==> src/hdl/assert_macros.svh <==
// Assertion macros shared by the receiver RTL.
// No dependencies; include by bare file name.
`ifndef ASSERT_MACROS_SVH
`define ASSERT_MACROS_SVH

// Condition holds at every clock edge outside reset.
`define ASSERT_HOLDS(label, clk, rst_n, expr, msg) \
    label: assert property (@(posedge clk) disable iff (!rst_n) (expr)) else $error(msg);

// Same-cycle implication.
`define ASSERT_IMPLIES(label, clk, rst_n, ante, cons, msg) \
    label: assert property (@(posedge clk) disable iff (!rst_n) (ante) |-> (cons)) else $error(msg);

// Next-cycle implication.
`define ASSERT_NEXT(label, clk, rst_n, ante, cons, msg) \
    label: assert property (@(posedge clk) disable iff (!rst_n) (ante) |=> (cons)) else $error(msg);

`endif

==> src/hdl/rrfr_pkg.sv <==
// Package for the reader reply frame receiver: codes, constants and shared types.
// No dependencies.
`default_nettype none

package rrfr_pkg;

    localparam logic [7:0]  HDR0         = 8'hAA;
    localparam logic [7:0]  HDR1         = 8'hBB;
    localparam logic [7:0]  CMD_RESET    = 8'h41;
    localparam logic [31:0] TYPE_NEW_ID  = 32'h0001_4115;
    localparam logic [15:0] TYPE_OLD_ID  = 16'h4115;
    localparam logic [7:0]  PLEN_NEW     = 8'd4;
    localparam logic [7:0]  PLEN_OLD     = 8'd2;
    localparam logic [7:0]  PLEN_CARD    = 8'd5;

    // width for count/length compares, covers len + 3 for any 8-bit length
    localparam int CMP_W         = 10;
    localparam int PAYLOAD_SLOTS = 5;

    typedef enum logic [1:0] {
        EV_NEW_MODULE = 2'd0,
        EV_OLD_MODULE = 2'd1,
        EV_CARD_READ  = 2'd2,
        EV_OTHER      = 2'd3
    } event_kind_t;

    typedef enum logic [1:0] {
        MOD_UNKNOWN = 2'd0,
        MOD_NEW     = 2'd1,
        MOD_OLD     = 2'd2
    } module_kind_t;

    typedef logic [PAYLOAD_SLOTS-1:0][7:0] payload_t;

    typedef struct packed {
        logic       clear;
        logic       step;
        logic       cap_en;
        logic [2:0] cap_slot;
    } scan_ctrl_t;

    typedef struct packed {
        logic       pair_hit;
        logic       data_aa;
        logic [7:0] xor_now;
    } scan_stat_t;

endpackage

`default_nettype wire

==> src/hdl/rrfr_frame_buf.sv <==
// Frame byte store: one write port, one registered read port.
// Depends on nothing.
`default_nettype none

module rrfr_frame_buf #(
    parameter int FRAME_MAX = 32,
    localparam int ADDR_W   = $clog2(FRAME_MAX)
) (
    input  wire logic              clk,
    input  wire logic              wr_en,
    input  wire logic [ADDR_W-1:0] wr_addr,
    input  wire logic [7:0]        wr_data,
    input  wire logic [ADDR_W-1:0] rd_addr,
    output logic      [7:0]        rd_data
);

    logic [7:0] mem [FRAME_MAX];

    always_ff @(posedge clk)
    begin
        if (wr_en)
        begin
            mem[wr_addr] <= wr_data;
        end
    end

    always_ff @(posedge clk)
    begin
        rd_data <= mem[rd_addr];
    end

endmodule

`default_nettype wire

==> src/hdl/rrfr_scan_unit.sv <==
// Shared scan unit: header pair search, running XOR and payload capture.
// Depends on rrfr_pkg.
`default_nettype none

module rrfr_scan_unit
    import rrfr_pkg::*;
(
    input  wire logic       clk,
    input  wire logic       rst_n,
    input  wire scan_ctrl_t ctrl,
    input  wire logic [7:0] rd_data,
    output scan_stat_t      stat,
    output payload_t        payload
);

    logic [7:0] acc_reg;
    logic       prev_aa_reg;
    payload_t   payload_reg;

    assign stat.data_aa  = (rd_data == HDR0);
    assign stat.pair_hit = prev_aa_reg && (rd_data == HDR1);
    assign stat.xor_now  = acc_reg ^ rd_data;
    assign payload       = payload_reg;

    always_ff @(posedge clk or negedge rst_n)
    begin
        if (!rst_n)
        begin
            acc_reg     <= '0;
            prev_aa_reg <= 1'b0;
        end
        else if (ctrl.clear)
        begin
            acc_reg     <= '0;
            prev_aa_reg <= 1'b0;
        end
        else if (ctrl.step)
        begin
            acc_reg     <= stat.xor_now;
            prev_aa_reg <= stat.data_aa;
        end
    end

    always_ff @(posedge clk)
    begin
        if (ctrl.cap_en)
        begin
            payload_reg[ctrl.cap_slot] <= rd_data;
        end
    end

endmodule

`default_nettype wire

==> src/hdl/rrfr_classify.sv <==
// Frame classifier: module type detection and card id tracking.
// Depends on rrfr_pkg.
`default_nettype none

module rrfr_classify
    import rrfr_pkg::*;
(
    input  wire logic       clk,
    input  wire logic       rst_n,
    input  wire logic       upd,
    input  wire payload_t   payload,
    input  wire logic [7:0] plen,
    input  wire logic [7:0] card_cmd,
    output event_kind_t     ev_kind,
    output module_kind_t    module_kind,
    output logic [31:0]     card_id,
    output logic [31:0]     previous_card_id
);

    event_kind_t  kind_reg, kind_next;
    module_kind_t mod_reg, mod_next;
    logic [31:0]  card_reg, card_next;
    logic [31:0]  prev_reg, prev_next;

    always_comb
    begin
        kind_next = EV_OTHER;
        mod_next  = mod_reg;
        card_next = card_reg;
        prev_next = prev_reg;
        if (mod_reg == MOD_UNKNOWN)
        begin
            if (plen == PLEN_NEW &&
                {payload[0], payload[1], payload[2], payload[3]} == TYPE_NEW_ID)
            begin
                kind_next = EV_NEW_MODULE;
                mod_next  = MOD_NEW;
            end
            else if (plen == PLEN_OLD && {payload[0], payload[1]} == TYPE_OLD_ID)
            begin
                kind_next = EV_OLD_MODULE;
                mod_next  = MOD_OLD;
            end
        end
        else if (plen == PLEN_CARD && payload[0] == card_cmd)
        begin
            kind_next = EV_CARD_READ;
            prev_next = card_reg;
            card_next = {payload[1], payload[2], payload[3], payload[4]};
        end
    end

    always_ff @(posedge clk or negedge rst_n)
    begin
        if (!rst_n)
        begin
            kind_reg <= EV_NEW_MODULE;
            mod_reg  <= MOD_UNKNOWN;
            card_reg <= '0;
            prev_reg <= '0;
        end
        else if (upd)
        begin
            kind_reg <= kind_next;
            mod_reg  <= mod_next;
            card_reg <= card_next;
            prev_reg <= prev_next;
        end
    end

    assign ev_kind          = kind_reg;
    assign module_kind      = mod_reg;
    assign card_id          = card_reg;
    assign previous_card_id = prev_reg;

endmodule

`default_nettype wire

==> src/hdl/rfid_reply_frame_receiver.sv <==
// Reader reply frame receiver, top level: sequencer over the byte store and scan unit.
// Depends on rrfr_pkg, rrfr_frame_buf, rrfr_scan_unit, rrfr_classify, assert_macros.svh.
//
// Usage:
//   s_axis carries one received byte per transfer. m_axis carries one event per valid
//   frame (AA BB L payload check). cfg_wr_en/cfg_wr_data set the card reply command.
//   Ordinary bytes are taken back to back; s_axis_tready stays high between them.
//   After the length byte the block holds s_axis_tready low in S_SETTLE to check it.
//   A check byte starts a pass over the store through the single read port (S_SUM);
//   S_EMIT then posts the event into the output register that drives m_axis_tvalid.
//   A bad length or check starts a resync: the kept bytes are read in turn (S_SCAN)
//   for a later AA BB pair, then the bytes from that pair on are moved to the front
//   (S_SHIFT), repeated while the moved bytes are still not a proper frame start.
//   Each repeat drops at least two bytes.
//   The event sits in an output register; new bytes are still taken while it waits.
//   If a second frame completes before the first event is taken, the block holds
//   in its post state with tready low until m_axis_tready frees the register.
//   Reset (rst_n low, asynchronous) empties the frame, clears the module type and
//   both card ids, and restores the command to 0x41. The byte store needs no clear.
`default_nettype none
`include "assert_macros.svh"

module rfid_reply_frame_receiver
    import rrfr_pkg::*;
#(
    parameter int FRAME_MAX = 32
) (
    input  wire logic        clk,
    input  wire logic        rst_n,
    input  wire logic        s_axis_tvalid,
    output logic             s_axis_tready,
    input  wire logic [7:0]  s_axis_tdata,   // [7:0] rx_byte
    output logic             m_axis_tvalid,
    input  wire logic        m_axis_tready,
    // [1:0] event_kind, [33:2] card_id, [65:34] previous_card_id,
    // [67:66] module_type, [75:68] payload_length, [79:76] zero
    output logic [79:0]      m_axis_tdata,
    input  wire logic        cfg_wr_en,
    input  wire logic [7:0]  cfg_wr_data
);

    localparam int ADDR_W = $clog2(FRAME_MAX);
    localparam int CNT_W  = $clog2(FRAME_MAX + 1);
    localparam logic [CMP_W-1:0] FRAME_MAX_X = CMP_W'(FRAME_MAX);

    typedef enum logic [2:0] {
        S_IDLE,
        S_SETTLE,
        S_SCAN,
        S_SHIFT,
        S_SUM,
        S_EMIT
    } state_t;

    state_t            state_reg, state_next;
    logic [CNT_W-1:0]  count_reg, count_next;
    logic [7:0]        len_reg, len_next;
    logic [7:0]        chk_reg, chk_next;
    logic [CNT_W-1:0]  rptr_reg, rptr_next;
    logic [ADDR_W-1:0] dpos_reg, dpos_next;
    logic              dv_reg, dv_next;
    logic [ADDR_W-1:0] off_reg, off_next;
    logic [7:0]        plen_out_reg, plen_out_next;
    logic              m_valid_reg, m_valid_next;
    logic [7:0]        cmd_reg;

    logic              wr_en;
    logic [ADDR_W-1:0] wr_addr;
    logic [7:0]        wr_data;
    logic [7:0]        rd_data;
    scan_ctrl_t        sctrl;
    scan_stat_t        sstat;
    payload_t          payload;
    logic              upd;
    event_kind_t       ev_kind;
    module_kind_t      mod_kind;
    logic [31:0]       card_id;
    logic [31:0]       prev_card_id;

    logic [CMP_W-1:0]  count_x, len_x, dpos_x, rptr_x, cap_off;
    logic [ADDR_W-1:0] shift_dst;
    logic              len_ok, prefix_ok, slot_free, issue;

    assign count_x   = CMP_W'(count_reg);
    assign len_x     = CMP_W'(len_reg);
    assign dpos_x    = CMP_W'(dpos_reg);
    assign rptr_x    = CMP_W'(rptr_reg);
    assign cap_off   = dpos_x - CMP_W'(3);
    assign shift_dst = dpos_reg - off_reg;
    assign len_ok    = (len_reg != 8'd0) && (len_x + CMP_W'(3) <= FRAME_MAX_X);
    assign prefix_ok = len_ok && (count_x <= len_x + CMP_W'(2));
    assign slot_free = !m_valid_reg || m_axis_tready;

    rrfr_frame_buf #(
        .FRAME_MAX (FRAME_MAX)
    ) u_buf (
        .clk     (clk),
        .wr_en   (wr_en),
        .wr_addr (wr_addr),
        .wr_data (wr_data),
        .rd_addr (rptr_reg[ADDR_W-1:0]),
        .rd_data (rd_data)
    );

    rrfr_scan_unit u_scan (
        .clk     (clk),
        .rst_n   (rst_n),
        .ctrl    (sctrl),
        .rd_data (rd_data),
        .stat    (sstat),
        .payload (payload)
    );

    rrfr_classify u_cls (
        .clk              (clk),
        .rst_n            (rst_n),
        .upd              (upd),
        .payload          (payload),
        .plen             (len_reg - 8'd1),
        .card_cmd         (cmd_reg),
        .ev_kind          (ev_kind),
        .module_kind      (mod_kind),
        .card_id          (card_id),
        .previous_card_id (prev_card_id)
    );

    always_comb
    begin
        state_next    = state_reg;
        count_next    = count_reg;
        len_next      = len_reg;
        chk_next      = chk_reg;
        rptr_next     = rptr_reg;
        dpos_next     = rptr_reg[ADDR_W-1:0];
        dv_next       = 1'b0;
        off_next      = off_reg;
        plen_out_next = plen_out_reg;
        m_valid_next  = m_valid_reg && !m_axis_tready;
        wr_en         = 1'b0;
        wr_addr       = count_reg[ADDR_W-1:0];
        wr_data       = s_axis_tdata;
        sctrl         = '0;
        upd           = 1'b0;
        issue         = 1'b0;

        unique case (state_reg)
            S_IDLE:
            begin
                if (s_axis_tvalid)
                begin
                    if (count_reg == CNT_W'(0))
                    begin
                        if (s_axis_tdata == HDR0)
                        begin
                            wr_en      = 1'b1;
                            count_next = CNT_W'(1);
                        end
                    end
                    else if (count_reg == CNT_W'(1))
                    begin
                        wr_en = 1'b1;
                        if (s_axis_tdata == HDR1)
                        begin
                            count_next = CNT_W'(2);
                        end
                        else if (s_axis_tdata == HDR0)
                        begin
                            count_next = CNT_W'(1);
                        end
                        else
                        begin
                            count_next = CNT_W'(0);
                        end
                    end
                    else if (count_reg == CNT_W'(2))
                    begin
                        wr_en      = 1'b1;
                        len_next   = s_axis_tdata;
                        count_next = CNT_W'(3);
                        state_next = S_SETTLE;
                    end
                    else if (!prefix_ok)
                    begin
                        count_next = CNT_W'(0);
                    end
                    else
                    begin
                        wr_en      = 1'b1;
                        count_next = count_reg + CNT_W'(1);
                        if (count_x == len_x + CMP_W'(2))
                        begin
                            chk_next    = s_axis_tdata;
                            rptr_next   = CNT_W'(2);
                            sctrl.clear = 1'b1;
                            state_next  = S_SUM;
                        end
                    end
                end
            end

            S_SETTLE:
            begin
                if (count_x < CMP_W'(3) || prefix_ok)
                begin
                    state_next = S_IDLE;
                end
                else
                begin
                    rptr_next   = CNT_W'(1);
                    sctrl.clear = 1'b1;
                    state_next  = S_SCAN;
                end
            end

            S_SCAN:
            begin
                issue = (rptr_x < count_x);
                if (issue)
                begin
                    rptr_next = rptr_reg + CNT_W'(1);
                    dv_next   = 1'b1;
                end
                if (dv_reg)
                begin
                    sctrl.step = 1'b1;
                    if (sstat.pair_hit)
                    begin
                        dv_next = 1'b0;
                        if (dpos_x + CMP_W'(1) == count_x)
                        begin
                            // pair is the last two bytes: nothing to move
                            count_next = count_reg - CNT_W'(dpos_reg - ADDR_W'(1));
                            state_next = S_SETTLE;
                        end
                        else
                        begin
                            off_next   = dpos_reg - ADDR_W'(1);
                            rptr_next  = CNT_W'(dpos_reg) + CNT_W'(1);
                            state_next = S_SHIFT;
                        end
                    end
                    else if (dpos_x + CMP_W'(1) == count_x)
                    begin
                        dv_next    = 1'b0;
                        count_next = sstat.data_aa ? CNT_W'(1) : CNT_W'(0);
                        state_next = S_IDLE;
                    end
                end
            end

            S_SHIFT:
            begin
                issue = (rptr_x < count_x);
                if (issue)
                begin
                    rptr_next = rptr_reg + CNT_W'(1);
                    dv_next   = 1'b1;
                end
                if (dv_reg)
                begin
                    wr_en   = 1'b1;
                    wr_addr = shift_dst;
                    wr_data = rd_data;
                    if (shift_dst == ADDR_W'(2))
                    begin
                        len_next = rd_data;
                    end
                    if (dpos_x + CMP_W'(1) == count_x)
                    begin
                        dv_next    = 1'b0;
                        count_next = count_reg - CNT_W'(off_reg);
                        state_next = S_SETTLE;
                    end
                end
            end

            S_SUM:
            begin
                issue = (rptr_x + CMP_W'(1) < count_x);
                if (issue)
                begin
                    rptr_next = rptr_reg + CNT_W'(1);
                    dv_next   = 1'b1;
                end
                if (dv_reg)
                begin
                    sctrl.step     = 1'b1;
                    sctrl.cap_en   = (dpos_x >= CMP_W'(3)) && (dpos_x <= CMP_W'(7));
                    sctrl.cap_slot = cap_off[2:0];
                    if (dpos_x + CMP_W'(2) == count_x)
                    begin
                        dv_next    = 1'b0;
                        state_next = (sstat.xor_now == chk_reg) ? S_EMIT : S_SETTLE;
                    end
                end
            end

            S_EMIT:
            begin
                if (slot_free)
                begin
                    upd           = 1'b1;
                    plen_out_next = len_reg - 8'd1;
                    m_valid_next  = 1'b1;
                    count_next    = CNT_W'(0);
                    state_next    = S_IDLE;
                end
            end

            default:
            begin
                state_next = S_IDLE;
            end
        endcase
    end

    always_ff @(posedge clk or negedge rst_n)
    begin
        if (!rst_n)
        begin
            state_reg    <= S_IDLE;
            count_reg    <= '0;
            len_reg      <= '0;
            chk_reg      <= '0;
            rptr_reg     <= '0;
            dpos_reg     <= '0;
            dv_reg       <= 1'b0;
            off_reg      <= '0;
            plen_out_reg <= '0;
            m_valid_reg  <= 1'b0;
            cmd_reg      <= CMD_RESET;
        end
        else
        begin
            state_reg    <= state_next;
            count_reg    <= count_next;
            len_reg      <= len_next;
            chk_reg      <= chk_next;
            rptr_reg     <= rptr_next;
            dpos_reg     <= dpos_next;
            dv_reg       <= dv_next;
            off_reg      <= off_next;
            plen_out_reg <= plen_out_next;
            m_valid_reg  <= m_valid_next;
            if (cfg_wr_en)
            begin
                cmd_reg <= cfg_wr_data;
            end
        end
    end

    assign s_axis_tready = (state_reg == S_IDLE);
    assign m_axis_tvalid = m_valid_reg;
    assign m_axis_tdata  = {4'b0000, plen_out_reg, mod_kind, prev_card_id, card_id, ev_kind};

    `ASSERT_HOLDS(a_count_bound, clk, rst_n, count_x <= FRAME_MAX_X,
        "kept byte count overflow")
    `ASSERT_IMPLIES(a_idle_prefix, clk, rst_n,
        (state_reg == S_IDLE) && (count_x >= CMP_W'(3)), prefix_ok,
        "kept bytes not a proper frame start")
    `ASSERT_IMPLIES(a_sum_full, clk, rst_n, state_reg == S_SUM,
        count_x == len_x + CMP_W'(3), "check pass on incomplete frame")
    `ASSERT_NEXT(a_emit_post, clk, rst_n, (state_reg == S_EMIT) && slot_free,
        m_axis_tvalid && (state_reg == S_IDLE) && (count_reg == '0),
        "event not posted after valid frame")

endmodule

`default_nettype wire

==> config.mk <==
export PLATFORM = sky130hd
export DESIGN_NAME = rfid_reply_frame_receiver
export DESIGN_NICKNAME = d
export VERILOG_FILES = /design/src/hdl/rrfr_pkg.sv /design/src/hdl/rrfr_frame_buf.sv /design/src/hdl/rrfr_scan_unit.sv /design/src/hdl/rrfr_classify.sv /design/src/hdl/rfid_reply_frame_receiver.sv
export VERILOG_INCLUDE_DIRS = /design/src /design/src/hdl
export SDC_FILE = /design/constraint.sdc
export NUM_CORES = 1
export LEC_CHECK = 0
export ABC_AREA = 0
export ABC_CLOCK_PERIOD_IN_PS = 4100
export CORE_ASPECT_RATIO = 1.2
export CORE_UTILIZATION = 55
export CTS_BUF_LIST = sky130_fd_sc_hd__clkbuf_8
export CTS_CLUSTER_DIAMETER = 40
export DETAILED_ROUTE_END_ITERATION = 16
export DONT_BUFFER_PORTS = 1
export PLACE_DENSITY = 0.81
export SYNTH_ARGS = -nofsm -noshare
export SYNTH_HDL_FRONTEND = slang
export SYNTH_HIERARCHICAL = 1
export SYNTH_SLANG_ARGS = --single-unit
==> constraint.sdc <==
create_clock -name clk -period 4.1 [get_ports clk]
set_input_delay 0.205 -clock clk [delete_from_list [all_inputs] [get_ports clk]]
set_output_delay 0.205 -clock clk [all_outputs]
set_load 0.02 [all_outputs]
==> impl_metrics.yaml <==
outcome:
  status: "completed"
detailed_routing:
  num_vias: 11800
  first_pass_iters: 6
  remaining_drc_errors: 0
  antenna_left: 0
  wl_um: 45200
  post_drt_wl_per_cell_um: 23.8
  via_per_inst: 6.21
  drtIter0Drc: 1009
clocking:
  root_buffer: "clkbuf_8"
  cts.sinks: 440
  cts_tree: "yes"
  clk_pin_slew_worst_paths_ns: 0.06
  insertion_delay_ns: 0.61
  cts.path.max_buffers: 3
  cts_max_level: 3
  cts_buffers: 67
cells_and_area:
  n_antenna_cell: 0
  largest_reg_flops: 256
  fin_cells: 1901
  syn_to_final_growth_pct: 12.5
  regArea_sq_um: 12500
  nets: 1462
  fill_cells: 2425
  multi_input_area_sq_um: 6950
  drive_above_1_share_pct: 24.0
synth:
  synth_top_area_share_pct: 44.7
  netlist_area_sq_um: 19900
  ys_seq_area_share_pct: 62.7
  async_reset_ff_share_pct: 30.9
  synth_top_cell_by_area: "edfxtp_1"
  synth.most_common_cell: "edfxtp_1"
  synthFlopType: "edfxtp_1"
  synthTopCellsByCount: "edfxtp_1, dfrtp_1, nand2_1"
  synth_edf_count: 296
  synthTopCellsByArea: "edfxtp_1, dfrtp_1, mux4_2"
  syn_inst: 1280
  syn_avg_cell_area_sq_um: 15.5
  yosysUniqueCellTypes: 94
  yosys_warnings: 6
  synth_seq_cells: 440
timing:
  setup_viol: 0
  worst_pin_slew_ns: 1.23
  min_period_over_period_pct: 94.0
  max_slew_margin_pct: 17.1
  hold_viol_final: 0
  finalSetupTns_ns: 0
  rsz0062_at_grt: "no"
  skew_ns: 0.0260
  fmax_ghz: 0.259
  finalCriticalPeriod_ns: 3.86
  report.final.slew_viol_count: 0
global_routing:
  grt_pass1_wl_um: 69900
  grt_max_degree: 137
  use_met2_pct: 42.9
  grt-ovfl-total: 0
  grtUsageMet1_pct: 31.4
  use_met3_pct: 4.46
  grt_busiest_layer: "met2"
  grt_pass1_vias: 12000
  antenna_found_initial: 0
  grt_util_all_layers_pct: 25.0
critical_path:
  path_max_fanout: 9
  arrival_ns: 4.16
  end_kind: "register"
  rr_worst_depth: 15
  worstSetupStartpoint: "len_reg[4]"
  required_ns: 4.40
  crit_type: "reg -> reg"
  reg2reg_from: "len_reg[4]"
  cp-start-kind: "register"
power:
  power_density_nw_per_um2: 392
  vdd_drop_max_mv: 0.218
  p_leak_nw: 8.47
placed_design:
  routabilityCongestion: 0.906
  dp_hpwl_um: 29100
  place_inst: 1752
  numPortBuffers: 0
die:
  die_y_um: 210
  dieArea_sq_um: 36900
  die_w_um: 175
  placementRows: 75
  io-pin-count: 103
  start_util_pct: 56.3
  design.core.area_sq_um: 35300
min_path:
  min_from: "s_axis_tvalid"
  hold_depth: 3
  hold_path_class: "in -> reg"
run:
  maxCapViolations: 0
==> area by class of cell <==
type	instances	share of cell area [%]
sequential	440	55.8
tap	462	2.59
inverter	34	0.571
timing repair buffer	94	3.61
multi-input combinational	750	31.1
clock inverter	48	1.89
clock buffer	73	4.50
==> critical path: stages, from the launching register on <==
cell	delay, ns
dfrtp_1	0.53
and2_1	0.25
nand2_1	0.08
xor2_1	0.15
ha_1	0.30
nand4_1	0.09
nor2_1	0.16
o21ba_2	0.18
o21ai_1	0.11
and2_1	0.26
nor2b_1	0.08
o21ai_0	0.16
buf_4	0.17
or3b_2	0.62
nor2_1	0.21
buf_4	0.21
==> logic make-up (layout without fill, tap and decap cells) <==
logic type / Yosys count / count (layout) / share of synthesized area [%]
multiplexers: 192 / 192 / 15.4
XOR/XNOR: 63 / 63 / 2.78
AO/OA/AOI/OAI: 150 / 150 / 5.50
flip-flops: 440 / 440 / 62.7
other: 1 / 4 / 0.0189
AND/OR/NAND/NOR: 287 / 287 / 7.68
adder cells (fa/ha/maj): 54 / 54 / 3.51
buffers and inverters: 93 / 249 / 2.43
==> stage by stage <==
| stage | total power [W] | instance area [sq um] | hold slack [ns] | setup slack (ns) | util [%] |
|---|---|---|---|---|---|
| 2_1_floorplan | 0.00492 | 19900 | -0.0906 | 0.412 | - |
| 3_3_place_gp | 0.00495 | 20600 | -0.0796 | 0.513 | 58.4 |
| 3_5_place_dp | 0.00496 | 20600 | -0.0799 | 0.336 | 58.4 |
| 4_1_cts | 0.00881 | 22300 | 0.00720 | 0.245 | 63.3 |
| 5_1_grt | 0.00901 | 22300 | 0.0272 | 0.0309 | 63.3 |
| 6_report | 0.00875 | 22300 | 0.0403 | 0.244 | 63.3 |
==> layout by cell type, fill, tap and decap left out, types with 43 or more instances in the layout <==
cell type    n
nand2_1     81
mux4_2      80
mux2_2      55
edfxtp_1   296
nor2_1      69
inv_1       43
buf_4       65
clkbuf_8    73
mux2_1      50
ha_1        51
dfrtp_1    131
==> routing by layer <==
layer  vias up  part of all wire [%]
met5         -                     0
met4         0                   3.7
met3       115                   7.4
met2       589                    51
met1      5984                    38
li1       5123                     -
==> worst paths after layout <==
check                              endpoint  slack (ns)
max in group asynchronous       rptr_reg[0]        3.29
setup / recovery           u_buf/mem[20][5]        0.24
min in group asynchronous   plen_out_reg[3]        0.26
setup reg to reg           u_buf/mem[20][5]        0.24
hold / removal                   chk_reg[7]        0.04
hold reg to reg            u_cls/card_id[8]        0.47
==> where the power goes <==
part | leakage, nW | internal (W) | switching, W | total, W
sequential | 4.53 | 0.00475 | 0.0000110 | 0.00476
combinational | 3.18 | 0.0000550 | 0.000113 | 0.000168
clock | 0.754 | 0.00207 | 0.00176 | 0.00382
total | 8.47 | 0.00687 | 0.00188 | 0.00875
==> timing repair <==
action	4_1_cts	5_1_grt
endpoints found under the setup margin	0	8
resized for setup	0	1
endpoints found under the hold margin	162	0
setup buffers	0	0
hold buffers	28	0
Power figures use the tool's default switching activity.
